File: config.mk
export PLATFORM = sky130hd
export DESIGN_NAME = gregorian_date_add_days_top_flat
export DESIGN_NICKNAME = d
export VERILOG_FILES = /design/src/rtl/gdad_pkg.sv /design/src/rtl/gdad_if.sv /design/src/rtl/gdad_ctrl.sv /design/src/rtl/gdad_dp.sv /design/src/rtl/gregorian_date_add_days_top.sv /design/src/flat_wrapper.sv
export VERILOG_INCLUDE_DIRS = /design/src /design/src/rtl
export SDC_FILE = /design/constraint.sdc
export NUM_CORES = 1
export LEC_CHECK = 0
export BUFFER_PORTS_ARGS = -buffer_cell sky130_fd_sc_hd__clkbuf_2
export CAP_MARGIN = 20
export CELL_PAD_IN_SITES_DETAIL_PLACEMENT = 0
export CELL_PAD_IN_SITES_GLOBAL_PLACEMENT = 1
export CORE_MARGIN = 4
export CORE_UTILIZATION = 50
export DETAILED_ROUTE_END_ITERATION = 6
export PLACE_DENSITY = 0.9
export SYNTH_ARGS = -nofsm -noshare
export SYNTH_HDL_FRONTEND = slang
export SYNTH_SLANG_ARGS = --single-unit
File: constraint.sdc
create_clock -name clk -period 8.9 [get_ports clk]
set_clock_uncertainty 0.2 [all_clocks]
set_input_delay 1.335 -clock clk [delete_from_list [all_inputs] [get_ports clk]]
set_output_delay 1.335 -clock clk [all_outputs]
set_load 0.01 [all_outputs]
File: src/rtl/gregorian_date_add_days_top_macros.svh
// Assertion macros shared by the date adder modules.
`ifndef GREGORIAN_DATE_ADD_DAYS_TOP_MACROS_SVH
`define GREGORIAN_DATE_ADD_DAYS_TOP_MACROS_SVH

// Consequent must hold in the same cycle as the antecedent.
`define GDAD_ASSERT_NOW(label, clk, rst_n, ante, cons) \
    label: assert property (@(posedge clk) disable iff (!rst_n) (ante) |-> (cons)) \
        else $error("gdad assertion failed");

// Consequent must hold in the cycle after the antecedent.
`define GDAD_ASSERT_NEXT(label, clk, rst_n, ante, cons) \
    label: assert property (@(posedge clk) disable iff (!rst_n) (ante) |=> (cons)) \
        else $error("gdad assertion failed");

`endif

File: src/rtl/gdad_pkg.sv
package gdad_pkg;

    localparam int MONTHS_PER_YEAR  = 12;
    localparam int DAYS_COMMON_YEAR = 365;
    localparam int LEAP_CYCLE       = 400;
    localparam int CENTURY          = 100;
    localparam int INIT_STEPS       = 6;

    typedef logic [4:0]  day_t;
    typedef logic [3:0]  month_t;
    typedef logic [13:0] year_t;
    typedef logic [14:0] add_t;
    typedef logic [15:0] rem_t;
    typedef logic [8:0]  cycle_pos_t;
    typedef logic [2:0]  step_t;

    typedef struct packed {
        logic  load_in;
        logic  init_step;
        step_t init_shift;
        logic  doy;
        logic  year_step;
        logic  month_step;
        logic  load_out;
    } gdad_cmd_t;

    typedef struct packed {
        logic rem_gt_year;
        logic rem_gt_month;
    } gdad_sts_t;

    // Days before the first of each month in a common year, months 0..15.
    localparam logic [8:0] DAYS_BEFORE_TAB [16] = '{
        9'd0, 9'd0, 9'd31, 9'd59, 9'd90, 9'd120, 9'd151, 9'd181,
        9'd212, 9'd243, 9'd273, 9'd304, 9'd334, 9'd365, 9'd365, 9'd365
    };

    // Leap test from the position of the year within the 400-year cycle.
    function automatic logic is_leap(cycle_pos_t pos);
        logic cent;
        cent = (pos inside {9'(CENTURY), 9'(2 * CENTURY), 9'(3 * CENTURY)});
        return (pos == '0) || ((pos[1:0] == 2'b00) && !cent);
    endfunction

    function automatic day_t month_len(month_t m, logic leap);
        day_t len;
        case (m) inside
            4'd1, 4'd3, 4'd5, 4'd7, 4'd8, 4'd10, 4'd12: len = 5'd31;
            4'd4, 4'd6, 4'd9, 4'd11:                     len = 5'd30;
            4'd2:                                        len = leap ? 5'd29 : 5'd28;
            default:                                     len = 5'd0;
        endcase
        return len;
    endfunction

    // Days of all months before month m of the year, months out of range included.
    function automatic logic [8:0] days_before(month_t m, logic leap);
        logic extra;
        extra = leap && (m >= 4'd3);
        return DAYS_BEFORE_TAB[m] + {8'd0, extra};
    endfunction

endpackage

File: src/rtl/gdad_if.sv
interface gdad_in_if;
    logic                 valid;
    logic                 ready;
    gdad_pkg::day_t       start_day;
    gdad_pkg::month_t     start_month;
    gdad_pkg::year_t      start_year;
    gdad_pkg::add_t       days_to_add;

    modport source (output valid, start_day, start_month, start_year, days_to_add,
                    input ready);
    modport sink   (input valid, start_day, start_month, start_year, days_to_add,
                    output ready);
endinterface

interface gdad_out_if;
    logic                 valid;
    logic                 ready;
    gdad_pkg::day_t       result_day;
    gdad_pkg::month_t     result_month;
    gdad_pkg::year_t      result_year;

    modport source (output valid, result_day, result_month, result_year, input ready);
    modport sink   (input valid, result_day, result_month, result_year, output ready);
endinterface

File: src/rtl/gdad_ctrl.sv
`include "gregorian_date_add_days_top_macros.svh"

module gdad_ctrl import gdad_pkg::*;
(
    input  logic      clk,
    input  logic      rst_n,
    input  logic      in_valid,
    output logic      in_ready,
    output logic      out_valid,
    input  logic      out_ready,
    input  gdad_sts_t sts,
    output gdad_cmd_t cmd
);

    typedef enum logic [2:0] {
        ST_IDLE,
        ST_INIT,
        ST_DOY,
        ST_YEARS,
        ST_MONTHS,
        ST_FINISH
    } state_t;

    state_t state_reg, state_next;
    step_t  step_reg, step_next;
    logic   out_valid_reg, out_valid_next;

    always_comb
    begin
        state_next     = state_reg;
        step_next      = step_reg;
        out_valid_next = out_valid_reg;
        cmd            = '0;
        if (out_valid_reg && out_ready)
        begin
            out_valid_next = 1'b0;
        end
        case (state_reg)
            ST_IDLE:
            begin
                if (in_valid)
                begin
                    cmd.load_in = 1'b1;
                    step_next   = step_t'(INIT_STEPS - 1);
                    state_next  = ST_INIT;
                end
            end
            ST_INIT:
            begin
                cmd.init_step  = 1'b1;
                cmd.init_shift = step_reg;
                if (step_reg == '0)
                begin
                    state_next = ST_DOY;
                end
                else
                begin
                    step_next = step_reg - 3'd1;
                end
            end
            ST_DOY:
            begin
                cmd.doy    = 1'b1;
                state_next = ST_YEARS;
            end
            ST_YEARS:
            begin
                if (sts.rem_gt_year)
                begin
                    cmd.year_step = 1'b1;
                end
                else
                begin
                    state_next = ST_MONTHS;
                end
            end
            ST_MONTHS:
            begin
                if (sts.rem_gt_month)
                begin
                    cmd.month_step = 1'b1;
                end
                else
                begin
                    state_next = ST_FINISH;
                end
            end
            ST_FINISH:
            begin
                if (!out_valid_reg || out_ready)
                begin
                    cmd.load_out   = 1'b1;
                    out_valid_next = 1'b1;
                    state_next     = ST_IDLE;
                end
            end
            default:
            begin
                state_next = ST_IDLE;
            end
        endcase
    end

    always_ff @(posedge clk or negedge rst_n)
    begin
        if (!rst_n)
        begin
            state_reg     <= ST_IDLE;
            step_reg      <= '0;
            out_valid_reg <= 1'b0;
        end
        else
        begin
            state_reg     <= state_next;
            step_reg      <= step_next;
            out_valid_reg <= out_valid_next;
        end
    end

    assign in_ready  = (state_reg == ST_IDLE);
    assign out_valid = out_valid_reg;

    `GDAD_ASSERT_NEXT(a_accept_starts_init, clk, rst_n, in_valid && in_ready, state_reg == ST_INIT)
    `GDAD_ASSERT_NOW(a_load_into_free_slot, clk, rst_n, cmd.load_out, !out_valid_reg || out_ready)
    `GDAD_ASSERT_NOW(a_single_command, clk, rst_n, 1'b1, $onehot0({cmd.load_in, cmd.init_step, cmd.doy, cmd.year_step, cmd.month_step, cmd.load_out}))

endmodule

File: src/rtl/gdad_dp.sv
`include "gregorian_date_add_days_top_macros.svh"

module gdad_dp import gdad_pkg::*;
(
    input  logic      clk,
    input  logic      rst_n,
    input  gdad_cmd_t cmd,
    output gdad_sts_t sts,
    input  day_t      start_day,
    input  month_t    start_month,
    input  year_t     start_year,
    input  add_t      days_to_add,
    output day_t      result_day,
    output month_t    result_month,
    output year_t     result_year
);

    day_t   day_reg;
    month_t smonth_reg;
    add_t   add_reg;
    year_t  year_reg, year_next;
    year_t  pos_reg, pos_next;
    rem_t   rem_reg, rem_next;
    month_t month_reg, month_next;
    day_t   res_day_reg;
    month_t res_month_reg;
    year_t  res_year_reg;

    logic       leap;
    logic [8:0] year_len;
    day_t       cur_len;
    year_t      init_thr;

    // The position counter holds the year modulo 400 once the reduction steps are done.
    assign leap     = is_leap(pos_reg[8:0]);
    assign year_len = 9'(DAYS_COMMON_YEAR) + {8'd0, leap};
    assign cur_len  = month_len(month_reg, leap);
    assign init_thr = year_t'(LEAP_CYCLE) << cmd.init_shift;

    assign sts.rem_gt_year  = rem_reg > {7'd0, year_len};
    assign sts.rem_gt_month = rem_reg > {11'd0, cur_len};

    always_comb
    begin
        year_next  = year_reg;
        pos_next   = pos_reg;
        rem_next   = rem_reg;
        month_next = month_reg;
        if (cmd.load_in)
        begin
            year_next = start_year;
            pos_next  = start_year;
        end
        if (cmd.init_step && (pos_reg >= init_thr))
        begin
            pos_next = pos_reg - init_thr;
        end
        if (cmd.doy)
        begin
            rem_next   = {1'b0, add_reg} + {11'd0, day_reg}
                       + {7'd0, days_before(smonth_reg, leap)};
            month_next = 4'd1;
        end
        if (cmd.year_step)
        begin
            rem_next  = rem_reg - {7'd0, year_len};
            year_next = year_reg + 14'd1;
            pos_next  = (pos_reg == year_t'(LEAP_CYCLE - 1)) ? '0 : pos_reg + 14'd1;
        end
        if (cmd.month_step)
        begin
            rem_next   = rem_reg - {11'd0, cur_len};
            month_next = month_reg + 4'd1;
        end
    end

    always_ff @(posedge clk)
    begin
        if (cmd.load_in)
        begin
            day_reg    <= start_day;
            smonth_reg <= start_month;
            add_reg    <= days_to_add;
        end
        year_reg  <= year_next;
        pos_reg   <= pos_next;
        rem_reg   <= rem_next;
        month_reg <= month_next;
        if (cmd.load_out)
        begin
            res_day_reg   <= rem_reg[4:0];
            res_month_reg <= month_reg;
            res_year_reg  <= year_reg;
        end
    end

    assign result_day   = res_day_reg;
    assign result_month = res_month_reg;
    assign result_year  = res_year_reg;

    `GDAD_ASSERT_NOW(a_pos_reduced, clk, rst_n, cmd.doy || cmd.year_step, pos_reg < year_t'(LEAP_CYCLE))
    `GDAD_ASSERT_NOW(a_month_walk_in_year, clk, rst_n, cmd.month_step, month_reg < 4'(MONTHS_PER_YEAR))

endmodule

File: src/rtl/gregorian_date_add_days_top.sv
// From input accept to output valid, a word passes the reduction and day-of-year steps,
// then Y year steps and M month steps, where Y is the number of whole years skipped (at
// most 90) and M the number of months walked (at most 11). Inputs are taken only in idle.
// A finished word waits in the output register while the next input word is taken.
// Reset (rst_n, asynchronous, active low) returns the controller to idle and clears out valid.

// The controller first reduces the start year modulo 400 in six conditional subtract
// steps (12800 down to 400), which gives the leap position that then follows every year
// increment. Next the day of the year is formed from a constant table of month offsets.
// Whole years are then subtracted one per cycle while the remaining count exceeds the
// year length, and finally months are subtracted one per cycle from January onward.
// Skipping a whole year is exact: when the count exceeds the year length, the month walk
// would pass through all twelve months of that year.
module gregorian_date_add_days_top import gdad_pkg::*;
(
    input logic      clk,
    input logic      rst_n,
    gdad_in_if.sink  in_ch,
    gdad_out_if.source out_ch
);

    gdad_cmd_t cmd;
    gdad_sts_t sts;

    // The controller sequences the reduction, year skip and month walk.
    gdad_ctrl u_ctrl (
        .clk       (clk),
        .rst_n     (rst_n),
        .in_valid  (in_ch.valid),
        .in_ready  (in_ch.ready),
        .out_valid (out_ch.valid),
        .out_ready (out_ch.ready),
        .sts       (sts),
        .cmd       (cmd)
    );

    // The datapath holds the running count, the year, its leap position and the result.
    gdad_dp u_dp (
        .clk          (clk),
        .rst_n        (rst_n),
        .cmd          (cmd),
        .sts          (sts),
        .start_day    (in_ch.start_day),
        .start_month  (in_ch.start_month),
        .start_year   (in_ch.start_year),
        .days_to_add  (in_ch.days_to_add),
        .result_day   (out_ch.result_day),
        .result_month (out_ch.result_month),
        .result_year  (out_ch.result_year)
    );

endmodule
File: src/flat_wrapper.sv
// flat-port wrapper written by rule: the top's interface ports become plain ports
module gregorian_date_add_days_top_flat import gdad_pkg::*;
  (clk, rst_n, in_ch_valid, in_ch_start_day, in_ch_start_month, in_ch_start_year, in_ch_days_to_add, in_ch_ready, out_ch_valid, out_ch_result_day, out_ch_result_month, out_ch_result_year, out_ch_ready);
  gdad_in_if in_ch_i ();
  gdad_out_if out_ch_i ();
  input logic clk;
  input logic rst_n;
  input wire logic [$bits(in_ch_i.valid)-1:0] in_ch_valid;
  input wire logic [$bits(in_ch_i.start_day)-1:0] in_ch_start_day;
  input wire logic [$bits(in_ch_i.start_month)-1:0] in_ch_start_month;
  input wire logic [$bits(in_ch_i.start_year)-1:0] in_ch_start_year;
  input wire logic [$bits(in_ch_i.days_to_add)-1:0] in_ch_days_to_add;
  output wire logic [$bits(in_ch_i.ready)-1:0] in_ch_ready;
  output wire logic [$bits(out_ch_i.valid)-1:0] out_ch_valid;
  output wire logic [$bits(out_ch_i.result_day)-1:0] out_ch_result_day;
  output wire logic [$bits(out_ch_i.result_month)-1:0] out_ch_result_month;
  output wire logic [$bits(out_ch_i.result_year)-1:0] out_ch_result_year;
  input wire logic [$bits(out_ch_i.ready)-1:0] out_ch_ready;
  assign in_ch_i.valid = in_ch_valid;
  assign in_ch_i.start_day = in_ch_start_day;
  assign in_ch_i.start_month = in_ch_start_month;
  assign in_ch_i.start_year = in_ch_start_year;
  assign in_ch_i.days_to_add = in_ch_days_to_add;
  assign in_ch_ready = in_ch_i.ready;
  assign out_ch_valid = out_ch_i.valid;
  assign out_ch_result_day = out_ch_i.result_day;
  assign out_ch_result_month = out_ch_i.result_month;
  assign out_ch_result_year = out_ch_i.result_year;
  assign out_ch_i.ready = out_ch_ready;
  gregorian_date_add_days_top u_core (.clk(clk), .rst_n(rst_n), .in_ch(in_ch_i), .out_ch(out_ch_i));
endmodule
==> results list <==
- Status: finished clean
- Peak fanout along the critical path: 9
- Net switching fraction of the power: 42.92%
- On the worst path, the slowest cell contributes a delay of 0.51 ns.
- The number of placed instances, taps included, is 934.
- In this run the most critical hold path is launched from u_core.u_dp.year_reg[1]$_DFFE_PP_.
* Chain of cells forming the critical path: nand4bb_1 > a221o_1 > o21ai_1 > nor2_1 > ha_1 > ha_1 > nand3_1 > xor2_1 > o22a_1 > fa_1 > ha_1 > o21a_1 > o31a_1 > o221a_2 > o21ai_0 > a21boi_0 > xnor2_1 > a211oi_1
- The worst path in the final design needs a cycle of 5.411 ns, including I/O delays and setup.
- The number of antenna diodes in the final layout is 0.
- The path with the worst hold slack has its endpoint at u_core.u_dp.result_year[1]$_DFFE_PP_.
- Row cnt: 43
* Maximum resistive drop on vdd: 0.1150 mV
- In this run the critical register-to-register path is captured at u_core.u_dp.rem_reg[11]$_DFFE_PP_.
- Ratio of routed vias to standard cells: 6.028
- After legalization and detailed placement, the total HPWL measured 12.07 mm.
* Number of violations of the max-capacitance limit: 0
- Max reg flops: 16
- Cell Int Power: 1441 µW
- Final number of hold-violating endpoints: 0
- Net count after synthesis: 811
- Summed over all layers, the routed wires come to 16.08 mm.
* Ys async rst share: 6.863%
- Max-Slew Margin vs Limit: 35.89%
- In this run the power spent charging and discharging nets is 1084 µW.
- Global routing used 19.96% of the available tracks across all layers.
* Most area-consuming cells after synthesis: sky130_fd_sc_hd__edfxtp_1 40%, sky130_fd_sc_hd__ha_1 9.3%, sky130_fd_sc_hd__nand2_1 4.2%
* EDFF count, synth: 95
- Placer Congestion: 0.8865
- Power density of the placed cells: 321.8 mW/mm²
* LEAKAGE: 0.003047 µW
- Among all flip-flop cells after synthesis, the most frequent one is sky130_fd_sc_hd__edfxtp_1.
- Initial antenna violation count: 0
* Part of the power in registers: 37.9%
- DRT antenna net count: 0
- Clock sink total: 102
* Post-synthesis to final-layout area growth: 10.52%
- Each instance of the synthesized netlist takes up on average 10.01 µm².
* Reg-to-reg setup timing slack: 3.49 ns
- Port buffer count: 66
- Post-CTS resize count: 0
- Number of hold buffers added after cts: 0
- For this run, the top clock speed supported by timing is 0.1848 GHz.
- The final max-slew violation count is 0.
- Pre-Repair DR Iteration Count: 5
- Area of the mapped netlist: 0.007099 mm²
* Die Outline Area: 0.01617 mm²
- Yosys mapped the design onto 76 distinct sky130hd cell types.
- Overall power after layout: 2525 µW
- Number of global-route vias before repair: 5503
- Fraction of power consumed by combinational cells: 47.8%
- Gate Count Post-Synth: 709
- Cell mode on critical path: sky130_fd_sc_hd__ha_1
- WP data arrival: 5.39 ns
- Adding up every negative setup slack in the final design gives 0 ns.
* Area share of the largest cell type after synthesis: 40.18%
* Vertical die dimension: 127.2 µm
- Count of cells along the worst hold path: 0
* Sequential area share after synthesis: 42.65%
- The initial utilization of the core area, before any placement, comes to 51.14%.
- In this run the horizontal extent of the chip is 127.2 µm.
* CTS tree: done
* Element type at the critical path end: flop
* R2r worst-path depth: 18
- Category of the most critical setup path: reg -> reg
- Post-CTS timing repair inserted 0 buffers for setup.
- During synthesis, Yosys emitted a total of 0 warnings.
- In the finished design, the share of the clock period the worst path needs comes to 60.80%.
* Standard cell core area: 0.01388 mm²
- Synth area leader: sky130_fd_sc_hd__edfxtp_1
* Initial detailed-routing violation count: 530
- Overall overflow remaining after global route: 0
- I/O pin count: 67
- H-tree levels: 3
- Clk network pwr share: 14.3%
* Number of standard cells in the layout, taps in and fillers out: 950
* Residual DRC: 0
- Largest net degree at the start of global routing: 34
- Flop and latch count out of synthesis: 102
- The worst setup path is launched from a flop.
- Required time at the worst-slack endpoint: 8.88 ns
- Reg-to-reg startpoint: u_core.u_dp.pos_reg[2]$_DFFE_PP_
- Of the cells placed in the final design, the portion with a size suffix greater than 1 is 13.12%.
- Routed length per placed instance: 16.93 µm
- After clock tree synthesis, the clock-pin slew on the worst setup and hold paths is 0.07 ns.
- The longest clock path from root to sink contains 2 buffers.
- Buffers inserted during clock tree synthesis total 9.
- Via Count: 5727
* Global-route wire length before repair: 26.37 mm
- Setup violations remaining at the end of the flow were counted as 0.
* Source-to-sink clock delay at the later pin of the worst-skew pair: 0.35 ns
- The path class of the tightest hold or removal check is reg -> reg.
- For this run, the post-layout net count is 867.
* Worst-Margin Slew: 0.9572 ns
- Setup repair after global routing left no endpoint under its margin.
- Slowest library cell on the worst path: sky130_fd_sc_hd__edfxtp_1
* Root Buffer: sky130_fd_sc_hd__clkbuf_16
-- per-stage QoR --
| step | setup WS [ns] | cell area [µm²] | util [%] | hold WS (ns) |
|---|---|---|---|---|
| after floorplan | 4.103 | 7099 | - | 0.2460 |
| after global placement | 3.743 | 7587 | 54.66 | 0.2588 |
| after detailed placement | 3.559 | 7587 | 54.66 | 0.2698 |
| after CTS | 3.500 | 7846 | 56.53 | 0.2845 |
| after global routing | 3.032 | 7846 | 56.53 | 0.2998 |
| final | 3.489 | 7846 | 56.53 | 0.2864 |
-- power by group through the flow --
stage                     Sequential, µW  Combinational (µW)  Clock (µW)
final                                957                1210         360
after floorplan                      872                 982           0
after CTS                            952                1190         366
after global placement               952                1150           0
after global routing                 982                1340         388
after detailed placement             961                1180           0
-- worst max-delay path, delay by kind of cell, from the launching register on --
family | cells | cell delay, ns
fa+ha+maj | 4 | 1.26
compound gates | 9 | 2.39
xor+xnor | 2 | 0.32
flops | 1 | 0.51
simple gates | 3 | 0.58
-- logic make-up after synthesis --
group	after synthesis	synth area share, %
AOI/OAI and AO/OA	187	18.22
xor gates and xnor gates	56	6.909
adders and majority gates	60	11.31
buffers and inverters	58	3.155
DFF	102	42.65
muxes	5	0.8812
and+or+nand+nor	241	16.87
-- routing by layer --
| layer | global-route usage (%) | vias up | part of all wire, % |
|---|---|---|---|
| li1 | - | 2762 | - |
| met1 | 25.74 | 2724 | 43 |
| met2 | 33.97 | 211 | 48 |
| met3 | 3.094 | 30 | 6.7 |
| met4 | 7.571 | 0 | 2.2 |
| met5 | 0 | - | 0 |
-- cell usage in the layout (no fill, tap or decap), types with 14 or more instances in the layout --
cell type                  Yosys  routed
sky130_fd_sc_hd__o21ai_1      18      18
sky130_fd_sc_hd__nor3_1       14      14
sky130_fd_sc_hd__xnor2_1      27      27
sky130_fd_sc_hd__xor2_1       29      29
sky130_fd_sc_hd__clkbuf_2      0      66
sky130_fd_sc_hd__nor2_1       45      44
sky130_fd_sc_hd__inv_1        34      34
sky130_fd_sc_hd__ha_1         53      53
sky130_fd_sc_hd__a21oi_1      26      26
sky130_fd_sc_hd__nand2_1      79      79
sky130_fd_sc_hd__edfxtp_1     95      95
sky130_fd_sc_hd__nand3_1      29      29
sky130_fd_sc_hd__o21ai_0      38      37
-- Yosys cell counts (4+ instances only) --
| cell | number |
|---|---|
| sky130_fd_sc_hd__edfxtp_1 | 95 |
| sky130_fd_sc_hd__nand2_1 | 79 |
| sky130_fd_sc_hd__ha_1 | 53 |
| sky130_fd_sc_hd__nor2_1 | 45 |
| sky130_fd_sc_hd__o21ai_0 | 38 |
| sky130_fd_sc_hd__inv_1 | 34 |
| sky130_fd_sc_hd__nand3_1 | 29 |
| sky130_fd_sc_hd__xor2_1 | 29 |
| sky130_fd_sc_hd__xnor2_1 | 27 |
| sky130_fd_sc_hd__a21oi_1 | 26 |
| sky130_fd_sc_hd__clkbuf_1 | 18 |
| sky130_fd_sc_hd__o21ai_1 | 18 |
| sky130_fd_sc_hd__nor3_1 | 14 |
| sky130_fd_sc_hd__a211oi_1 | 12 |
| sky130_fd_sc_hd__a31oi_1 | 12 |
| sky130_fd_sc_hd__and3_1 | 12 |
| sky130_fd_sc_hd__nand2b_1 | 11 |
| sky130_fd_sc_hd__nor2b_1 | 10 |
| sky130_fd_sc_hd__dfrtp_1 | 7 |
| sky130_fd_sc_hd__fa_1 | 7 |
| sky130_fd_sc_hd__o221ai_1 | 7 |
| sky130_fd_sc_hd__a22oi_1 | 6 |
| sky130_fd_sc_hd__and2_1 | 6 |
| sky130_fd_sc_hd__nand4_1 | 6 |
| sky130_fd_sc_hd__o211ai_1 | 6 |
| sky130_fd_sc_hd__o31ai_1 | 6 |
| sky130_fd_sc_hd__o21a_1 | 5 |
| sky130_fd_sc_hd__or3_1 | 5 |
| sky130_fd_sc_hd__a221o_1 | 4 |
| sky130_fd_sc_hd__mux2i_1 | 4 |
| sky130_fd_sc_hd__o21bai_1 | 4 |
| sky130_fd_sc_hd__o22ai_1 | 4 |
| sky130_fd_sc_hd__or4_1 | 4 |
-- layout make-up --
| type | count | area (µm²) |
|---|---|---|
| Timing Repair Buffer | 69 | 352.8 |
| Sequential cell | 102 | 3028 |
| Tap cell | 180 | 225.2 |
| Fill cell | 1203 | 6035 |
| Multi-Input combinational cell | 549 | 3854 |
| Clock buffer | 12 | 236.5 |
| Inverter | 34 | 127.6 |
| Clock inverter | 4 | 22.52 |
-- how the worst max path moves through the flow --
stage,end,slack (ns),cells after the start,startpoint
5_1_grt,u_core.u_dp.rem_reg[11]$_DFFE_PP_,3.03,18,u_core.u_dp.pos_reg[2]$_DFFE_PP_
2_1_floorplan,u_core.u_dp.rem_reg[11]$_DFFE_PP_,4.10,19,u_core.u_dp.pos_reg[2]$_DFFE_PP_
3_5_place_dp,u_core.u_dp.rem_reg[11]$_DFFE_PP_,3.56,18,u_core.u_dp.pos_reg[2]$_DFFE_PP_
6_report,u_core.u_dp.rem_reg[11]$_DFFE_PP_,3.49,18,u_core.u_dp.pos_reg[2]$_DFFE_PP_
4_1_cts,u_core.u_dp.rem_reg[11]$_DFFE_PP_,3.50,18,u_core.u_dp.pos_reg[2]$_DFFE_PP_
3_3_place_gp,u_core.u_dp.rem_reg[11]$_DFFE_PP_,3.74,18,u_core.u_dp.pos_reg[2]$_DFFE_PP_
Power figures use the tool's default switching activity.
